[src/hw/rtl/prp_pkg.sv]
package prp_pkg;

    localparam int COORD_W = 24;
    localparam int NUM_W   = 38;   // projection numerator
    localparam int DEN_W   = 25;   // depth magnitude
    localparam int Q_W     = 12;   // pixel quotient bits

    localparam logic [12:0] WIDTH_CAP = 13'd4096;

    // register indexes
    localparam logic [2:0] REG_COS    = 3'd0;
    localparam logic [2:0] REG_SIN    = 3'd1;
    localparam logic [2:0] REG_OFFSET = 3'd2;
    localparam logic [2:0] REG_FOCAL  = 3'd3;
    localparam logic [2:0] REG_WIDTH  = 3'd4;

    typedef struct packed {
        logic signed [COORD_W-1:0] x;
        logic signed [COORD_W-1:0] y;
        logic signed [COORD_W-1:0] z;
        logic [7:0]                colour;
        logic                      last;
    } side_t;

    typedef struct packed {
        logic [NUM_W-1:0] rem;
        logic [Q_W-1:0]   q;
        logic             neg;
    } lane_t;

    typedef struct packed {
        side_t            side;
        logic [DEN_W-1:0] den;
        lane_t            row;
        lane_t            col;
        logic             bad;
    } div_t;

endpackage

[src/hw/rtl/prp_div_stage.sv]
// One restoring step on both lanes: quotient bit BIT.
module prp_div_stage #(
    parameter int BIT = 0
) (
    input  logic          clk,
    input  logic          rst_n,
    input  logic          in_valid,
    input  prp_pkg::div_t div_in,
    output logic          out_valid,
    output prp_pkg::div_t div_out
);

    logic [37:0]   dsh;
    prp_pkg::div_t div_next;
    prp_pkg::div_t div_reg;
    logic          valid_reg;

    assign dsh = 38'(div_in.den) << BIT;

    always_comb
    begin
        div_next = div_in;
        if (div_in.row.rem >= dsh)
        begin
            div_next.row.rem    = div_in.row.rem - dsh;
            div_next.row.q[BIT] = 1'b1;
        end
        if (div_in.col.rem >= dsh)
        begin
            div_next.col.rem    = div_in.col.rem - dsh;
            div_next.col.q[BIT] = 1'b1;
        end
    end

    always_ff @(posedge clk or negedge rst_n)
    begin
        if (!rst_n)
            valid_reg <= 1'b0;
        else
            valid_reg <= in_valid;
    end

    always_ff @(posedge clk)
    begin
        div_reg <= div_next;
    end

    assign out_valid = valid_reg;
    assign div_out   = div_reg;

endmodule
[config.mk]
export PLATFORM = sky130hd
export DESIGN_NAME = prp_div_stage
export DESIGN_NICKNAME = d
export VERILOG_FILES = /design/src/hw/rtl/prp_pkg.sv /design/src/hw/rtl/prp_div_stage.sv
export SDC_FILE = /design/constraint.sdc
export NUM_CORES = 1
export LEC_CHECK = 0
export BUFFER_PORTS_ARGS = -buffer_cell sky130_fd_sc_hd__buf_2
export CAP_MARGIN = 20
export CORE_AREA = 2 2 162 164
export CTS_BUF_LIST = sky130_fd_sc_hd__clkbuf_16
export CTS_CLUSTER_SIZE = 20
export DETAILED_ROUTE_END_ITERATION = 10
export DIE_AREA = 0 0 164 166
export SYNTH_ARGS = -nofsm -noshare
export SYNTH_HDL_FRONTEND = slang
export SYNTH_SLANG_ARGS = --single-unit
export TNS_END_PERCENT = 30
[constraint.sdc]
create_clock -name clk -period 0.9 [get_ports clk]
set_input_delay 0.09 -clock clk [delete_from_list [all_inputs] [get_ports clk]]
set_output_delay 0.09 -clock clk [all_outputs]
set_load 0.01 [all_outputs]
After elaboration in Yosys (flattened, before gate mapping):

Cells that the tools add are included.
Widths: inputs -> output; s select.

* order comparisons: 2
* $add $sub $neg: 2
* mux-type cells: 2

Operators with widths (number)
* $ge 38x25->1: 2
* $mux 38: 2
* $sub 38x25->38: 2

* flip-flop bits (word level): 210
* input port bits: 212
* logic and storage cells: 22
* output and inout bits: 210

Logic depth before layout (Yosys ltp):

* word-level depth: 2
* mapped depth: 14

Worst setup path before layout:

Ideal clock, no wire load.

* path kind: in2reg
* start point: in div_in[119] (netlist bit)
* end point: reg div_reg, in the netlist div_out[45]
* data arrival time: 2609 ps
* setup time: 133 ps
* stages on the path: 12
* slack: -1841 ps
* data required time: 767 ps
* cell sequence: inv_1 > ha_1 > buf_2 > and4_1 > or3b_2 > or4_4 > o21ai_2 > nor2_1 > and3_1 > buf_6 > o41ai_1 > o31ai_1

RTL lines
* start, declared: line prp_div_stage.sv:8 `input prp_pkg::div_t div_in,`
* end signal, assigned: line prp_div_stage.sv:45 `div_reg <= div_next;`
* end, declared: line prp_div_stage.sv:15 `prp_pkg::div_t div_reg;`

==> run summary <==
The run finished, with violations left. The final reports fail on setup timing. For the pin count of the biggest net entering global routing, the log shows 14. The flop and latch count out of synthesis was 210.

Dividing the detail-routed wire length by the instance count gives 20.4 um. Library cell with the largest summed area after synthesis: sky130_fd_sc_hd__dfxtp_1. Buffering stage count on the worst path with inverters included: 5. Derived from the worst setup path, the maximum achievable clock frequency is 0.464 GHz. The areal power density over the cells is 1620 nW/um2. The number of buffers inserted during clock tree synthesis was 24.

Summing all multi-input logic gate instances after layout gives 4730 um2. The tools report the sequential share of power as 36.4%. Across every metal layer, demand over resource in global routing totals 27.6%. The run gives 8.27 mW as the switching power total. Across the run, the number of max-cap violations was 0. After synthesis, the netlist uses 63 different library cells. The design draws 29.6 mW.

End-of-flow core utilization: 71.1%. Setup repair after global routing could not meet its margin everywhere. The clock network burns 35.4% of the power. TritonCTS built the clock tree. Counting tap cells, the placed design contains a total of 1793 instances.

The total number of clock tree sinks was 210; the signed area change from the synthesized netlist to the final layout was 124%. The required arrival time at the worst endpoint was 1360 ps; the area taken by flip-flops and latches was 4390 um2. For this run, asynchronously set or reset flops after synthesis account for 0.476%. The maximum buffer depth of the clock tree was 3; the initial detailed-routing violation count was 616. The via count of the routed design was 10100; the wire length of the first global-routing pass was 58100 um. The worst setup path is launched from a primary input. For the total count of max-transition violations in the final report, the log shows 0.

Row generation in the floorplan step produced 59 rows. Walking the worst path, the cells encountered are buf_8 -> inv_4 -> ha_4 -> inv_2 -> fa_2 -> a211oi_4 -> o211ai_1 -> nand3_2 -> a31oi_4 -> o21ai_2 -> buf_6 -> buf_6 -> nand2_4 -> or4_1 -> nand2_1. STA classifies the critical path endpoint as a flop. For this design, the slowest cell found on the critical path is sky130_fd_sc_hd__or4_1.

The initial antenna violation count was 9; the total global routing overflow was 0. In this run the cell area of the synthesized design comes to 8140 um2. The number of levels in the clock H-tree was 1; the part of the Yosys area used for sequential elements was 51.7%. Among all flip-flop cells after synthesis, the most frequent one is sky130_fd_sc_hd__dfxtp_1. Portion of synthesized cell area occupied by the leading cell type: 51.4%.

The tools report the count of endpoints failing setup in the final report as 288. For the aggregate negative setup slack, the log shows -120090 ps. The starting density of the core is 31.8%.

The critical path is of the in -> reg type. IR analysis of the VDD net gives a maximum drop of 1780 uV. The class of the tightest hold or removal check is in -> reg.

Clock tree synthesis selected as its root buffer the cell sky130_fd_sc_hd__clkbuf_16. The number of vias per cell after detailed routing was 4.80. In the post-synthesis netlist, the biggest area contributors are sky130_fd_sc_hd__dfxtp_1 (51%), sky130_fd_sc_hd__ha_1 (7.7%), sky130_fd_sc_hd__a21oi_1 (5.2%). At the end of the flow, the number of nets in the layout was 2002. Most common cell type on the critical path: sky130_fd_sc_hd__buf_6. Counting every net in the synthesized netlist gives 1089.

Buffers placed on the I/O ports in this run total 421. The internal cell power came out at 21.3 mW. The final setup slack of the worst path was -1250 ps; the post-synthesis cell count was 825. For the number of cells in the finished layout apart from fillers, the log shows 2096. For the pin with the worst max-slew slack, the measured transition is 632 ps. The library cells used most frequently in the layout, excluding fill and tap cells, are sky130_fd_sc_hd__buf_2 (262), sky130_fd_sc_hd__buf_4 (229), sky130_fd_sc_hd__dlygate4sd3_1 (214). Counting the fill cells in the layout gives 1749. Of all nets on the critical path, the largest fanout is 3.

Once detail routing completed, the nets flagged for antenna violations numbered 0. The average footprint of a synthesized cell is 9.87 um2. Of the available clock period, the critical path in the final layout requires 239%. Number of synthesized flops with an enable pin: 0. The run gives 27200 um2 as the die footprint.

Detailed placement finished with a half-perimeter wire length of 26300 um. Net switching is 28.0% of the power. The first-pass iteration count of the detailed router was 5. The run gives 422 as the number of top-level pins. For this run, design rule violations remaining after detail routing come to 0. The routed design could run at a clock period as short as 2150 ps. For this block, the routed nets add up to 42800 um of wire.

The fraction of power consumed by combinational cells came out at 28.2%. Gate family responsible for the most delay along the worst path: simple AND/OR/NAND/NOR gates. In this design, the stage delay of the slowest critical-path cell is 490 ps.

Clock-pin slew was measured on the worst setup and hold paths at 70 ps. The arrival time at the worst endpoint is 2620 ps, and the final number of hold-violating endpoints is 0. The via count of the first global-routing pass came out at 10300.

The worst-case headroom to the max-slew limit was 57.5%; the number of synthesis warnings was 0. Timing analysis after detailed placement gives a worst setup slack of -1920 ps. Routability-driven placement finished with a final weighted congestion of 0.921. In this run the static leakage power is 8.40 nW.

The region available for standard cell placement spans 25600 um2. The floorplan step set the die width to 164 um. Cells with a size suffix above 1 make up 59.6% of the layout. The library cell used most frequently in the layout, excluding fill and tap cells, is sky130_fd_sc_hd__buf_2. The die span in y was 166 um.
[final cells by class]
class / instances / area share, %
multi-input combinational: 552 / 26.0
timing repair buffer: 907 / 41.9
inverter: 43 / 1.09
sequential: 210 / 24.1
clock buffer: 24 / 3.30
tap: 335 / 2.30
antenna: 6 / 0.0825
clock inverter: 19 / 1.24
[cells in the mapped netlist (5+ instances only)]
cell	n
sky130_fd_sc_hd__dfxtp_1	209
sky130_fd_sc_hd__nor2b_1	7
sky130_fd_sc_hd__o21a_1	10
sky130_fd_sc_hd__o211ai_1	9
sky130_fd_sc_hd__inv_1	43
sky130_fd_sc_hd__a21oi_1	84
sky130_fd_sc_hd__or2_2	5
sky130_fd_sc_hd__clkbuf_1	12
sky130_fd_sc_hd__and3_1	7
sky130_fd_sc_hd__a21o_1	22
sky130_fd_sc_hd__nor4_1	8
sky130_fd_sc_hd__o21bai_1	5
sky130_fd_sc_hd__a31oi_1	7
sky130_fd_sc_hd__mux2_2	7
sky130_fd_sc_hd__ha_1	50
sky130_fd_sc_hd__nand2b_1	5
sky130_fd_sc_hd__or3_1	5
sky130_fd_sc_hd__nor2_1	71
sky130_fd_sc_hd__o21ai_0	34
sky130_fd_sc_hd__or4_1	6
sky130_fd_sc_hd__xnor2_1	33
sky130_fd_sc_hd__nand2_1	54
sky130_fd_sc_hd__nand3_1	19
sky130_fd_sc_hd__xor2_1	33
sky130_fd_sc_hd__nand4_1	9
sky130_fd_sc_hd__nor3_1	11
[state kept, by name, indices dropped and copies added (netlist names)]
name	count
div_out	209
out_valid	1
[what timing repair did]
action	CTS	global route
endpoints found under the setup margin	288	288
cloned	5	0
pin swaps	56	67
hold endpoints to repair	211	1
gates resized for setup	338	248
hold buffers	214	1
buffers inserted	27	14
[power groups by stage]
stage / combinational, mW / sequential (mW) / clock (mW)
3_3_place_gp: 5.85 / 10.6 / 0
4_1_cts: 7.38 / 10.6 / 10.5
6_report: 8.34 / 10.8 / 10.5
3_5_place_dp: 5.88 / 10.6 / 0
2_1_floorplan: 2.19 / 11.1 / 0
5_1_grt: 8.86 / 10.8 / 11.0
[cell families after synthesis]
family          share of synthesized area (%)
xor+xnor                                 7.10
flops                                    51.7
buf+inv                                  3.07
fa+ha+maj                                8.18
simple gates                             13.8
mux                                      1.09
compound gates                           15.0
[stage by stage]
| step | hold slack (ps) | area (um2) |
|---|---|---|
| 5_1_grt | 17.5 | 18200 |
| 6_report | 18.0 | 18200 |
| 4_1_cts | -22.5 | 17100 |
| 3_3_place_gp | -136 | 12600 |
| 2_1_floorplan | -206 | 8440 |
| 3_5_place_dp | -134 | 12600 |
[path summary, 6_finish.rpt]
kind	start	endpoint	slack, ps	cells after the start
hold / removal	div_in[101]	div_out[102]$_DFF_P_	20	5
min in group asynchronous	rst_n	out_valid$_DFF_PN0_	440	3
max in group asynchronous	rst_n	out_valid$_DFF_PN0_	360	3
setup / recovery	div_in[14]	div_out[44]$_DFF_P_	-1250	15
[worst min-delay path, delay by kind of cell]
kind | cells | cell delay, ps
AND/OR/NAND/NOR | 3 | 270
buffers and inverters | 1 | 90
XOR/XNOR | 1 | 50
[routing by layer]
| layer | vias up | global-route usage, % | share of wire [%] |
|---|---|---|---|
| met2 | 441 | 49.4 | 50 |
| met1 | 4745 | 31.7 | 38 |
| met4 | 8 | 10.6 | 5.5 |
| met3 | 146 | 5.99 | 7.2 |
| li1 | 4731 | - | - |
| met5 | - | 0 | 0.18 |
(Power assumes the default switching activity.)
