$ cat config.mk
export PLATFORM = sky130hd
export DESIGN_NAME = prp_rot_stage
export DESIGN_NICKNAME = d
export VERILOG_FILES = /design/src/hw/rtl/prp_pkg.sv /design/src/hw/rtl/prp_rot_stage.sv
export SDC_FILE = /design/constraint.sdc
export NUM_CORES = 2
export LEC_CHECK = 0
export BUFFER_PORTS_ARGS = -buffer_cell sky130_fd_sc_hd__buf_4
export CORE_MARGIN = 2
export CORE_UTILIZATION = 49
export CTS_BUF_LIST = sky130_fd_sc_hd__clkbuf_8 sky130_fd_sc_hd__clkbuf_16
export DETAILED_ROUTE_END_ITERATION = 10
export MAX_ROUTING_LAYER = met4
export PLACE_DENSITY = 0.77
export SLEW_MARGIN = 40
export SYNTH_ARGS = -nofsm -noshare
export SYNTH_HDL_FRONTEND = slang
export SYNTH_SLANG_ARGS = --single-unit
$ cat constraint.sdc
create_clock -name clk -period 0.8 [get_ports clk]
set_input_delay 0.12 -clock clk [delete_from_list [all_inputs] [get_ports clk]]
set_output_delay 0.12 -clock clk [all_outputs]
set_load 0.02 [all_outputs]
$ cat src/hw/rtl/prp_pkg.sv
package prp_pkg;

    localparam int COORD_W = 24;
    localparam int NUM_W   = 38;   // projection numerator
    localparam int DEN_W   = 25;   // depth magnitude
    localparam int Q_W     = 12;   // pixel quotient bits

    localparam logic [12:0] WIDTH_CAP = 13'd4096;

    // register indexes
    localparam logic [2:0] REG_COS    = 3'd0;
    localparam logic [2:0] REG_SIN    = 3'd1;
    localparam logic [2:0] REG_OFFSET = 3'd2;
    localparam logic [2:0] REG_FOCAL  = 3'd3;
    localparam logic [2:0] REG_WIDTH  = 3'd4;

    typedef struct packed {
        logic signed [COORD_W-1:0] x;
        logic signed [COORD_W-1:0] y;
        logic signed [COORD_W-1:0] z;
        logic [7:0]                colour;
        logic                      last;
    } side_t;

    typedef struct packed {
        logic [NUM_W-1:0] rem;
        logic [Q_W-1:0]   q;
        logic             neg;
    } lane_t;

    typedef struct packed {
        side_t            side;
        logic [DEN_W-1:0] den;
        lane_t            row;
        lane_t            col;
        logic             bad;
    } div_t;

endpackage

$ cat src/hw/rtl/prp_rot_stage.sv
// One plane rotation: a' = a*c - b*s, b' = a*s + b*c, rounded and saturated.
module prp_rot_stage (
    input  logic                  clk,
    input  logic                  rst_n,
    input  logic                  in_valid,
    input  logic signed [23:0]    a,
    input  logic signed [23:0]    b,
    input  logic signed [15:0]    c,
    input  logic signed [15:0]    s,
    input  prp_pkg::side_t        side_in,
    output logic                  out_valid,
    output logic signed [23:0]    a_out,
    output logic signed [23:0]    b_out,
    output prp_pkg::side_t        side_out
);

    logic signed [39:0] ac, bs, as_p, bc;
    logic signed [40:0] sum_a, sum_b;
    logic signed [23:0] a_next, b_next;
    logic               valid_reg;
    logic signed [23:0] a_reg, b_reg;
    prp_pkg::side_t     side_reg;

    function automatic logic signed [23:0] rnd_sat(input logic signed [40:0] v);
        logic signed [40:0] t;
        logic signed [26:0] q;
        t = v + 41'sd8192;
        q = t[40:14];
        if (q > 27'sd8388607)
            rnd_sat = 24'sh7FFFFF;
        else if (q < -27'sd8388608)
            rnd_sat = 24'sh800000;
        else
            rnd_sat = q[23:0];
    endfunction

    always_comb
    begin
        ac     = a * c;
        bs     = b * s;
        as_p   = a * s;
        bc     = b * c;
        sum_a  = {ac[39], ac} - {bs[39], bs};
        sum_b  = {as_p[39], as_p} + {bc[39], bc};
        a_next = rnd_sat(sum_a);
        b_next = rnd_sat(sum_b);
    end

    always_ff @(posedge clk or negedge rst_n)
    begin
        if (!rst_n)
            valid_reg <= 1'b0;
        else
            valid_reg <= in_valid;
    end

    always_ff @(posedge clk)
    begin
        a_reg    <= a_next;
        b_reg    <= b_next;
        side_reg <= side_in;
    end

    assign out_valid = valid_reg;
    assign a_out     = a_reg;
    assign b_out     = b_reg;
    assign side_out  = side_reg;

endmodule

; Word-level counts from Yosys, hierarchy flattened
; Index checks and enable logic that the tools add are counted.
[totals]
ff_bits = 130
input_bits = 164
output_inout_bits = 130
wordCells = 22
[classes]
mux = 2
add_sub_neg = 4
n_lt_le_gt_ge = 4
n_mul = 4
[ops]
columns = cell, n
row1 = multiplier 24 x 16 -> 40 bit, 4
row2 = "adder 41 x 15 -> 41 bit, second input constant", 2
row3 = "> comparator 27 x 24 -> 1 bit, second input constant", 2
row4 = "< comparator 27 x 24 -> 1 bit, second input constant", 2
row5 = 2-to-1 mux 24 bit, 2
row6 = adder 40 x 40 -> 41 bit, 1
row7 = subtractor 40 x 40 -> 41 bit, 1

; Longest topological paths before layout
[depth]
ltp_word = 5
mapped_depth = 30
ltp_nobuf = 27

; Worst setup path after synthesis
; No wires, ideal clock.
[synth_path]
path_type = in2reg
from = in c[0]
to = reg a_reg[10], in the netlist a_out[10]
setup_time_ns = 0.132
t_arrival_ns = 7.516
cell_stages = 27
t_required_ns = 0.668
slack_ns = -6.848
path_buffers = 3
cell_sequence = clkbuf_1 -> clkbuf_1 -> nand2_1 -> inv_1 -> fa_1 -> fa_1 -> fa_1 -> inv_1 -> fa_1 -> inv_1 -> fa_1 -> fa_1 -> fa_1 -> inv_1 -> fa_1 -> inv_1 -> ha_1 -> and2_1 -> a21o_1 -> a221oi_1 -> o21ai_0 -> a221oi_1 -> o41ai_2 -> xor2_1 -> o311ai_2 -> clkbuf_1 -> o21ai_0
[synth_between]
elab_chain_cells = 5
elab_cells_between_ends = 6
cone_classes = add/sub: 2 / mul: 1 / order compare: 2 / mux: 1
[synth_rtl]
columns = item, line_no
row1 = "start, declared", prp_rot_stage.sv:8  ; input logic signed [15:0] c,
row2 = multiplier 24 x 16 -> 40 bit *, prp_rot_stage.sv:39  ; ac = a * c;
row3 = subtractor 40 x 40 -> 41 bit *, prp_rot_stage.sv:43  ; sum_a = {ac[39], ac} - {bs[39], bs};
row4 = adder 41 x 15 -> 41 bit *, prp_rot_stage.sv:27  ; t = v + 41'sd8192;
row5 = < comparator 27 x 24 -> 1 bit, prp_rot_stage.sv:31  ; else if (q < -27'sd8388608)
row6 = 2-to-1 mux 24 bit, prp_rot_stage.sv:31
row7 = "end signal, assigned", prp_rot_stage.sv:59  ; a_reg <= a_next;
row8 = "end, declared", prp_rot_stage.sv:21  ; logic signed [23:0] a_reg, b_reg;
; Every way passes the cells marked *; elsewhere a longest branch is shown, timed or not.
; A chain may end at the register's enable or synchronous reset.

; Worst setup path in the final report
[layout_path]
from = in s[8]
to = reg a_reg[5], in the netlist a_out[5]
[layout_between]
elab_chain_cells = 5
elab_cells_between_ends = 6
cone_classes = add/sub: 2 / mul: 1 / order compare: 2 / mux: 1
[layout_rtl]
columns = item, line_no
row1 = "start, declared", prp_rot_stage.sv:9  ; input logic signed [15:0] s,
row2 = multiplier 24 x 16 -> 40 bit *, prp_rot_stage.sv:40  ; bs = b * s;
row3 = subtractor 40 x 40 -> 41 bit *, prp_rot_stage.sv:43
row4 = adder 41 x 15 -> 41 bit *, prp_rot_stage.sv:27
row5 = < comparator 27 x 24 -> 1 bit, prp_rot_stage.sv:31
row6 = 2-to-1 mux 24 bit, prp_rot_stage.sv:31
; Marks and branches as above.

==> results.md <==
- Number of DRC violations after detailed-routing iteration 0: 3421
- Share of cells above drive strength 1: 20.88%
- Number of placed I/O pins: 294
- RD Place Congestion: 0.9437
- Detail-routed net length per standard cell: 19.48 um
- ANT nets after route: 0
- Share of the clock period used by the worst path: 893.8%
- Final critical delay including setup and external delays: 7.150 ns
- Largest fanout on the critical path: 15
- Layout overhead on the synthesized area: 24.41%
- Start-to-end type of the worst setup path: primary input to register
- Pin count of the biggest net entering global routing: 36
- Register clock-pin slew on the reported worst setup and hold paths: 0.08 ns
- Path type of the worst min-delay path: primary input to register
- Gr ovfl total: 0
- Yosys warns: 0
- Number of maximum-capacitance constraint violations: 0
- Mapped Area: 0.05877 mm2
- Standard cell core area: 0.1195 mm2
- Hold Path Stages: 2
- Fmax achieved: 139.9 MHz
- Data required time at the worst endpoint: 1.16 ns
- Most used flip-flop cell after synthesis: dfxtp_1
- Die Footprint: 0.1227 mm2
- Count of vias placed by the detailed router: 44554
- Standard cell with the maximum stage delay on the critical path: fa_1
- Setup Viol. Count Final: 178
- Status: finished, violations left
- Die X-Extent: 350.3 um
- Cell at the root of the clock tree: clkbuf_16
- Filler-free cell count of the finished design: 8703
- Drt via density: 5.119
- Number of buffers created by CTS: 17
- Count of pins over their slew limit: 0
- Total number of clock tree sinks: 130
- Maximum buffer depth of the clock tree: 2
- Initial antenna violation count: 4
- Setup repair after global routing missed its margin: yes
- Normalized max-slew margin: 57.97%
- Worst Hold Path EP: side_out[60]
- Endpoint kind of the worst setup timing path: register
- First-pass GRT wire length: 258.3 mm
- Initial cell density of the core: 49.19%
- Most prevalent standard cell on the critical path: fa_1
- Detailed Routing Iterations Pass 1: 6
- Synthesized netlist cell count: 6254
- Count of flip-flops with a built-in enable after synthesis: 0
- Worst path max stage delay: 0.61 ns
- # nets final: 9241
- Violations in the final reports: negative setup slack
- Data arrival time of the worst path: 7.51 ns
- Vias in the first global route: 49266
- Row Count: 127
- Detailed Route WL: 169.6 mm
- Commonest non-fill, non-tap cell in the layout: inv_1
- Launch point of the worst path: s[8]
- Hold violation total from the final report: 0
- Synth unique cells: 78
- Pin slew with the least headroom to its limit: 0.6277 ns
- Setup WS post-layout: -6.350 ns
- Fraction of registers with async set/reset: 0.7692%
- Overall routing resource usage: 28.18%
- Number of design rule violations left after detail routing: 0
- Type of origin of the critical path: primary input
- Number of H-tree branching levels: 4
- Hold Crit Start: side_in[60]
- HPWL reported at the end of detailed placement: 132.6 mm
- Count of input and output buffers: 293
- Vertical die dimension: 350.3 um
- TritonCTS clock tree: built
- Cell Count Post-Placement: 8466
- Sequential share of the synthesized area: 4.436%
- Avg Cell Area, Syn: 9.398 um2
- #FFs+latches synth: 130
- Top library cells by usage in the layout, fill and taps aside: 1737 x inv_1, 1606 x fa_1, 832 x nand2_1
- Post-Syn Nets: 8419
state kept, by name (all words and copies together) (netlist names):
register	cells
b_out	24
side_out	81
a_out	24
out_valid	1
cells in the mapped netlist (all sizes together) (4+ instances only):
| cell | number | share of area [%] |
|---|---|---|
| a211oi | 7 | 0.11 |
| a21o | 25 | 0.32 |
| a21oi | 63 | 0.55 |
| a221oi | 6 | 0.10 |
| a31oi | 8 | 0.085 |
| and2 | 636 | 6.8 |
| and3 | 12 | 0.14 |
| buf | 10 | 0.096 |
| clkbuf | 311 | 2.0 |
| dfxtp | 129 | 4.4 |
| fa | 1653 | 56 |
| ha | 348 | 7.4 |
| inv | 1778 | 11 |
| nand2 | 852 | 5.4 |
| nand2b | 44 | 0.47 |
| nand3 | 23 | 0.20 |
| nand4 | 14 | 0.15 |
| nor2 | 58 | 0.37 |
| nor2b | 40 | 0.43 |
| nor3 | 5 | 0.043 |
| o211ai | 12 | 0.18 |
| o21a | 26 | 0.33 |
| o21ai | 48 | 0.42 |
| o31ai | 5 | 0.072 |
| or2 | 4 | 0.043 |
| xnor2 | 64 | 0.95 |
| xor2 | 24 | 0.36 |
per-stage QoR:
| stage | hold slack [ns] | setup slack (ns) | utilization (%) | area, um2 | setup TNS, ns |
|---|---|---|---|---|---|
| 2_1_floorplan | -0.1756 | -6.243 | - | 59910 | -297.84 |
| 3_3_place_gp | -0.1050 | -6.888 | 56.70 | 67750 | -325.97 |
| 3_5_place_dp | -0.1046 | -7.028 | 56.70 | 67750 | -332.48 |
| 4_1_cts | 0.2785 | -6.310 | 59.10 | 70620 | -333.10 |
| 5_1_grt | 0.2979 | -6.534 | 61.19 | 73120 | -342.65 |
| 6_report | 0.3044 | -6.350 | 61.19 | 73120 | -329.87 |
worst max-delay path: cells and delay by family:
family	cells	cell delay (ns)
xor gates and xnor gates	1	0.20
adders and majority gates	9	4.29
buffers and inverters	8	0.97
AOI/OAI and AO/OA	5	1.23
and+or+nand+nor	4	0.66
routing by layer:
| metal | track usage (%) | vias to the layer above | share of wire, % |
|---|---|---|---|
| met2 | 45.86 | 1884 | 49 |
| met5 | - | - | 0 |
| met3 | 4.771 | 452 | 8.8 |
| li1 | - | 19184 | - |
| met4 | 11.84 | 0 | 5.0 |
| met1 | 34.97 | 23034 | 37 |
final cells by class:
type                    instances  area, um2
multi-input cells            4025      49470
fillers                      9439      46370
repair buffers               1124      11570
inverters                    1778       6698
flip-flops and latches        130       2769
well taps                    1612       2017
clock buffers                  18      439.2
clock inverters                14      152.6
diodes                          2      5.005
logic make-up (layout without fill, tap and decap cells):
logic type / count (synthesis) / in the layout / share of synthesized area (%)
compound gates: 232 / 232 / 2.759
xor+xnor: 88 / 88 / 1.311
fa+ha+maj: 2001 / 2001 / 63.71
buf+inv: 2099 / 2934 / 13.44
flops: 130 / 130 / 4.436
other cells: 0 / 2 / 0
simple gates: 1704 / 1704 / 14.34
worst max path at each step:
stage | endpoint | cells past startpoint
after global placement | a_out[6] | 27
after floorplan | b_out[0] | 25
after global routing | a_out[5] | 28
after detailed placement | a_out[6] | 27
final | a_out[5] | 27
after CTS | a_out[6] | 28
what timing repair did:
item | CTS | global route
gates cloned | 8 | 29
setup buffers | 33 | 54
endpoints found under the hold margin | 83 | 0
gates resized for setup | 260 | 436
pin swaps | 30 | 145
hold buffers | 84 | 0
setup endpoints to repair | 178 | 178
Power is left out: the tool's default activity adds up to more than one toggle a clock period on the data nets, which glitch-free logic cannot reach.
