File: src/hw/rtl/prp_pkg.sv
package prp_pkg;

    localparam int COORD_W = 24;
    localparam int NUM_W   = 38;   // projection numerator
    localparam int DEN_W   = 25;   // depth magnitude
    localparam int Q_W     = 12;   // pixel quotient bits

    localparam logic [12:0] WIDTH_CAP = 13'd4096;

    // register indexes
    localparam logic [2:0] REG_COS    = 3'd0;
    localparam logic [2:0] REG_SIN    = 3'd1;
    localparam logic [2:0] REG_OFFSET = 3'd2;
    localparam logic [2:0] REG_FOCAL  = 3'd3;
    localparam logic [2:0] REG_WIDTH  = 3'd4;

    typedef struct packed {
        logic signed [COORD_W-1:0] x;
        logic signed [COORD_W-1:0] y;
        logic signed [COORD_W-1:0] z;
        logic [7:0]                colour;
        logic                      last;
    } side_t;

    typedef struct packed {
        logic [NUM_W-1:0] rem;
        logic [Q_W-1:0]   q;
        logic             neg;
    } lane_t;

    typedef struct packed {
        side_t            side;
        logic [DEN_W-1:0] den;
        lane_t            row;
        lane_t            col;
        logic             bad;
    } div_t;

endpackage

File: src/hw/rtl/prp_project.sv
// Depth, numerators and magnitudes ahead of the divider: four stages.
module prp_project (
    input  logic           clk,
    input  logic           rst_n,
    input  logic           in_valid,
    input  prp_pkg::side_t side_in,
    input  logic [14:0]    offset,
    input  logic [11:0]    focal,
    input  logic [11:0]    half,
    output logic           out_valid,
    output prp_pkg::div_t  div_out
);

    logic [3:0] valid_reg;

    // stage A
    logic signed [24:0] depth_a_reg;
    logic signed [36:0] pfx_a_reg, pfy_a_reg;
    prp_pkg::side_t     side_a_reg;
    // stage B
    logic signed [24:0] depth_b_reg;
    logic signed [36:0] pfx_b_reg, pfy_b_reg;
    logic signed [37:0] hd_b_reg;
    prp_pkg::side_t     side_b_reg;
    // stage C
    logic signed [24:0] depth_c_reg;
    logic signed [37:0] nx_c_reg, ny_c_reg;
    prp_pkg::side_t     side_c_reg;
    // stage D
    prp_pkg::div_t      div_reg;

    logic signed [12:0] focal_s, half_s;
    logic [37:0]        magx, magy;
    logic [24:0]        dmag;
    logic [37:0]        dlim;
    prp_pkg::div_t      div_next;

    assign focal_s = $signed({1'b0, focal});
    assign half_s  = $signed({1'b0, half});

    always_comb
    begin
        magx = nx_c_reg[37] ? 38'(-nx_c_reg) : 38'(nx_c_reg);
        magy = ny_c_reg[37] ? 38'(-ny_c_reg) : 38'(ny_c_reg);
        dmag = depth_c_reg[24] ? 25'(-depth_c_reg) : 25'(depth_c_reg);
        dlim = {1'b0, dmag, 12'd0};
        div_next.side    = side_c_reg;
        div_next.den     = dmag;
        div_next.row.rem = magx;
        div_next.row.q   = '0;
        div_next.row.neg = nx_c_reg[37] ^ depth_c_reg[24];
        div_next.col.rem = magy;
        div_next.col.q   = '0;
        div_next.col.neg = ny_c_reg[37] ^ depth_c_reg[24];
        // zero depth lands here too: any magnitude is >= 0
        div_next.bad     = (magx >= dlim) || (magy >= dlim);
    end

    always_ff @(posedge clk or negedge rst_n)
    begin
        if (!rst_n)
            valid_reg <= '0;
        else
            valid_reg <= {valid_reg[2:0], in_valid};
    end

    always_ff @(posedge clk)
    begin
        depth_a_reg <= {side_in.z[23], side_in.z} + $signed({2'b00, offset, 8'h00});
        pfx_a_reg   <= side_in.x * focal_s;
        pfy_a_reg   <= side_in.y * focal_s;
        side_a_reg  <= side_in;

        depth_b_reg <= depth_a_reg;
        pfx_b_reg   <= pfx_a_reg;
        pfy_b_reg   <= pfy_a_reg;
        hd_b_reg    <= depth_a_reg * half_s;
        side_b_reg  <= side_a_reg;

        depth_c_reg <= depth_b_reg;
        nx_c_reg    <= {pfx_b_reg[36], pfx_b_reg} + hd_b_reg;
        ny_c_reg    <= {pfy_b_reg[36], pfy_b_reg} + hd_b_reg;
        side_c_reg  <= side_b_reg;

        div_reg     <= div_next;
    end

    assign out_valid = valid_reg[3];
    assign div_out   = div_reg;

endmodule

File: config.mk
export PLATFORM = sky130hd
export DESIGN_NAME = prp_project
export DESIGN_NICKNAME = d
export VERILOG_FILES = /design/src/hw/rtl/prp_pkg.sv /design/src/hw/rtl/prp_project.sv
export SDC_FILE = /design/constraint.sdc
export NUM_CORES = 2
export LEC_CHECK = 0
export BUFFER_PORTS_ARGS = -buffer_cell sky130_fd_sc_hd__buf_2
export CAP_MARGIN = 20
export CELL_PAD_IN_SITES_DETAIL_PLACEMENT = 0
export CELL_PAD_IN_SITES_GLOBAL_PLACEMENT = 2
export CORE_MARGIN = 5
export CORE_UTILIZATION = 37
export CTS_CLUSTER_DIAMETER = 200
export DETAILED_ROUTE_END_ITERATION = 10
export PLACE_DENSITY = 0.88
export SYNTH_ARGS = -nofsm -noshare
export SYNTH_HDL_FRONTEND = slang
export SYNTH_SLANG_ARGS = --single-unit
export TNS_END_PERCENT = 5
File: constraint.sdc
create_clock -name clk -period 5.6 [get_ports clk]
set_clock_uncertainty 0.1 [all_clocks]
set_input_delay 0 -clock clk [delete_from_list [all_inputs] [get_ports clk]]
set_output_delay 0 -clock clk [all_outputs]
set_load 0.05 [all_outputs]
After elaboration in Yosys (flattened, before gate mapping)
Cells that the tools add are included.
{"block": "totals", "regBits": 769, "input_bits": 123, "output_inout_bits": 210, "word_cells": 54}
{"block": "classes", "add_sub_neg": 6, "n_mul": 3, "n_lt_le_gt_ge": 2, "n_mux": 3, "bitwise": 2, "reduce_logical": 1}
{"cell": "adder 38 bit", "n": 2}
{"cell": "greater-or-equal comparator 38 x 37 -> 1 bit", "n": 2}
{"cell": "2-to-1 mux 38 bit", "n": 2}
{"cell": "negation 38 bit", "n": 2}
{"cell": "multiplier 24 x 13 -> 37 bit", "n": 2}
{"cell": "multiplier 25 x 13 -> 38 bit", "n": 1}
{"cell": "adder 24 x 24 -> 25 bit", "n": 1}
{"cell": "2-to-1 mux 25 bit", "n": 1}
{"cell": "negation 25 bit", "n": 1}
{"cell": "XOR 1 bit", "n": 2}
{"cell": "logical OR 1 bit", "n": 1}

Logic depth before layout (Yosys ltp)
{"block": "depth", "ltp_word": 4, "mapped_depth": 23, "depth_no_buf": 21}

Worst setup path before layout
OpenSTA, ideal clock, no wires.
{"block": "synth_path", "path_type": "reg2reg", "start": "register depth_a_reg[13]", "end": "register hd_b_reg[36]", "arrival_ps": 5523, "required_time_ps": 5428, "slack_ps": -95, "path_stages_with_launch": 23, "synth_period_minus_slack_ps": 5695, "path_cell_list": "dfxtp_1 -> clkbuf_1 -> and2_1 -> fa_1 -> inv_1 -> fa_1 -> inv_1 -> fa_1 -> fa_1 -> inv_1 -> fa_1 -> inv_1 -> ha_1 -> clkbuf_1 -> and3_1 -> a221o_1 -> a211oi_1 -> o211ai_1 -> nand3_1 -> a211oi_1 -> a41o_1 -> o41ai_1 -> xnor2_1"}
{"block": "synth_between", "elab_chain_len": 1}
{"element": "start: declaration", "line": "prp_project.sv:17", "rtl": "logic signed [24:0] depth_a_reg;"}
{"element": "start signal: assignment", "line": "prp_project.sv:69", "rtl": "depth_a_reg <= {side_in.z[23], side_in.z} + $signed({2'b00, offset, 8'h00});"}
{"element": "multiplier 25 x 13 -> 38 bit", "line": "prp_project.sv:77", "rtl": "hd_b_reg <= depth_a_reg * half_s;"}
{"element": "end signal: assignment", "line": "prp_project.sv:77"}
{"element": "end: declaration", "line": "prp_project.sv:23", "rtl": "logic signed [37:0] hd_b_reg;"}
Every way passes these cells.

==> results.sh <==
export IMPL_syn_area_sq_mm=0.0540
export IMPL_synthArstFlopShare_pct=0.538
export IMPL_placed_area_sq_mm=0.0608
export IMPL_setup_viol=4
export IMPL_dr_pass1_iters=5
export IMPL_hold_path_startpoint="side_in[41]"
export IMPL_first_global_vias=40802
export IMPL_grt_first_pass_wirelength_mm=224
export IMPL_final_util_pct=45.3
export IMPL_antenna_found_initial=5
export IMPL_ys_top_cells_by_area="fa_1, dfxtp_1, ha_1"
export IMPL_arrival_ns=6.17
export IMPL_cts_buffers=82
export IMPL_start_util_pct=37.2
export IMPL_port_buffer_count=308
export IMPL_seq_area_frac_synth_pct=27.6
export IMPL_cts_sinks=744
export IMPL_synth_ff_type="dfxtp_1"
export IMPL_netlist_cell_type_count=74
export IMPL_yosysTopAreaCellShare_pct=29.2
export IMPL_violations="negative setup slack"
export IMPL_drc=0
export IMPL_reg2reg_from="side_a_reg[16]"
export IMPL_mostFrequentLayoutCells="inv_1, fa_1, dfxtp_1"
export IMPL_dieWidth_um=392
export IMPL_crit_top_cell="fa_1"
export IMPL_htree_levels=3
export IMPL_yosysTopAreaCell="fa_1"
export IMPL_fin_ws_ns=-0.159
export IMPL_gp_congestion=0.856
export IMPL_cts_tree="built"
export IMPL_critPathLaunch="side_a_reg[16]"
export IMPL_gr_usage_all_layers_pct=18.4
export IMPL_fillers=13819
export IMPL_pin_count=333
export IMPL_worstMarginPinSlew_ns=1.15
export IMPL_hold_class="primary input to flip-flop"
export IMPL_dpl_hpwl_mm=116
export IMPL_r2r_end="hd_b_reg[34]"
export IMPL_worstHoldEndpoint="side_a_reg[41]"
export IMPL_drv_slew=0
export IMPL_antenna_left=0
export IMPL_max_cap_viol_count=0
export IMPL_path_cells="buf_6, and2_1, fa_1, inv_1, fa_1, inv_1, fa_1, fa_1, inv_1, fa_1, inv_1, ha_4, nand4_1, a2111oi_2, buf_4, a211oi_2, o211ai_1, nand3_1, a211oi_2, a41o_1, o41ai_2, xnor2_1"
export IMPL_cpPeakStageDelay_ns=0.50
export IMPL_largest_register_ffs=184
export IMPL_min_path_cells=3
export IMPL_first_iter_violations=1689
export IMPL_final_common_cell="inv_1"
export IMPL_insertion_delay_ns=0.69
export IMPL_ctsRootBufferMaster="clkbuf_16"
export IMPL_critPathKind="flip-flop to flip-flop"
export IMPL_cp_max_fo=7
export IMPL_synth_edf_count=0
export IMPL_dieArea_sq_mm=0.154
export IMPL_slowest_stage="fa_1"
export IMPL_slew_headroom_pct=23.1
export IMPL_finish_instance_area_sq_mm=0.0659
export IMPL_drive_gt1_share_pct=15.8
export IMPL_core_area_sq_mm=0.145
export IMPL_required_ns=6.01
export IMPL_fin_crit_ns=5.76
export IMPL_final_nets=7682
export IMPL_area_delta_synth_final_pct=22.0
export IMPL_worst_setup_path_start_kind="flip-flop"
export IMPL_synth_cells=5538
export IMPL_gr_total_overflow=0
export IMPL_avgRoutedWirePerCell_um=16.7
export IMPL_syn_avg_cell_area_sq_um=9.75
export IMPL_end_kind="flip-flop"
export IMPL_rsz0062_at_grt="yes"
export IMPL_rows=140
export IMPL_finalCritPeriodShare_pct=103
export IMPL_drt_total_wl_mm=139
export IMPL_status="finished, violations left"
export IMPL_clk_pin_slew_ns=0.06
export IMPL_fmax_ghz=0.174
export IMPL_yosysWarnings=0
export IMPL_cts_buffer_depth=3
export IMPL_vias_per_cell=4.62
export IMPL_num_vias=38677
export IMPL_grt_max_degree=29
export IMPL_r2r_slack_ns=-0.16
export IMPL_synth_seq_cells=744
export IMPL_rr_worst_depth=22
export IMPL_hold_viol=0
export IMPL_die_h_um=392
## through the flow
step | worst slack, ns | hold slack [ns] | setup TNS (ns) | std cells
2_1_floorplan | -0.00528 | -0.396 | -0.0106 | 5561
3_5_place_dp | -0.557 | -0.289 | -7.93 | 8017
6_report | -0.159 | 0.0744 | -0.491 | 8364
5_1_grt | -0.382 | 0.0504 | -1.94 | 8362
3_3_place_gp | -0.403 | -0.298 | -6.18 | 8017
4_1_cts | -0.183 | 0.00793 | -0.736 | 8361
## logic make-up after synthesis
group	after synthesis	synth area share (%)
adder cells (fa/ha/maj)	1180	38.3
buffers and inverters	1347	9.53
AND/OR/NAND/NOR	1416	13.2
AO/OA/AOI/OAI	583	7.06
flip-flops	744	27.6
XOR/XNOR	261	4.23
other	1	0.00694
multiplexers	6	0.113
## worst max-delay path by stage
stage / to / slack (ns)
after floorplan: hd_b_reg[36] / -0.005
after global placement: hd_b_reg[36] / -0.40
after detailed placement: pfx_a_reg[34] / -0.56
after CTS: hd_b_reg[36] / -0.18
after global routing: hd_b_reg[36] / -0.38
final: hd_b_reg[34] / -0.16
## cells in the mapped netlist (25+ instances only)
cell type / n
a21oi_1: 154
nand2b_1: 31
nand2_1: 580
and2_1: 416
o21a_1: 27
o21ai_0: 114
dfxtp_1: 740
fa_1: 787
nor3_1: 54
nor2_1: 121
clkbuf_1: 185
nand4_1: 27
xor2_1: 56
inv_1: 1135
nand3_1: 42
nor2b_1: 29
buf_4: 25
xnor2_1: 205
ha_1: 393
a21o_1: 88
## layout make-up
class | count | area [sq um] | area share [%]
sequential | 744 | 15000 | 22.7
clock buffer | 103 | 2200 | 3.34
timing repair buffer | 946 | 7040 | 10.7
antenna | 2 | 5.00 | 0.00760
clock inverter | 47 | 602 | 0.913
multi-input combinational | 3470 | 34400 | 52.2
tap | 1917 | 2400 | 3.64
inverter | 1135 | 4260 | 6.47
## worst max-delay path, delay by kind of cell (launching register included)
kind / cells / cell delay (ns)
adder cells (fa/ha/maj): 6 / 2.70
AO/OA/AOI/OAI: 6 / 1.25
buffers and inverters: 6 / 0.52
AND/OR/NAND/NOR: 3 / 0.50
flip-flops: 1 / 0.38
XOR/XNOR: 1 / 0.13
## what timing repair did
item	in CTS	in global routing
gates resized for setup	68	41
hold buffers	169	0
buffers inserted	25	1
hold endpoints to repair	110	0
setup endpoints to repair	12	27
pin swaps	40	14
## metal layers
| layer | wire (um) | up-vias | global-route usage [%] |
|---|---|---|---|
| li1 | - | 18600 | - |
| met2 | 63100 | 861 | 29.5 |
| met3 | 8010 | 194 | 3.47 |
| met1 | 64300 | 19020 | 25.3 |
| met5 | 13 | - | 0 |
| met4 | 4130 | 2 | 5.58 |
Power is left out: the tool's default activity adds up to more than one toggle a clock period on the data nets, which glitch-free logic cannot reach.
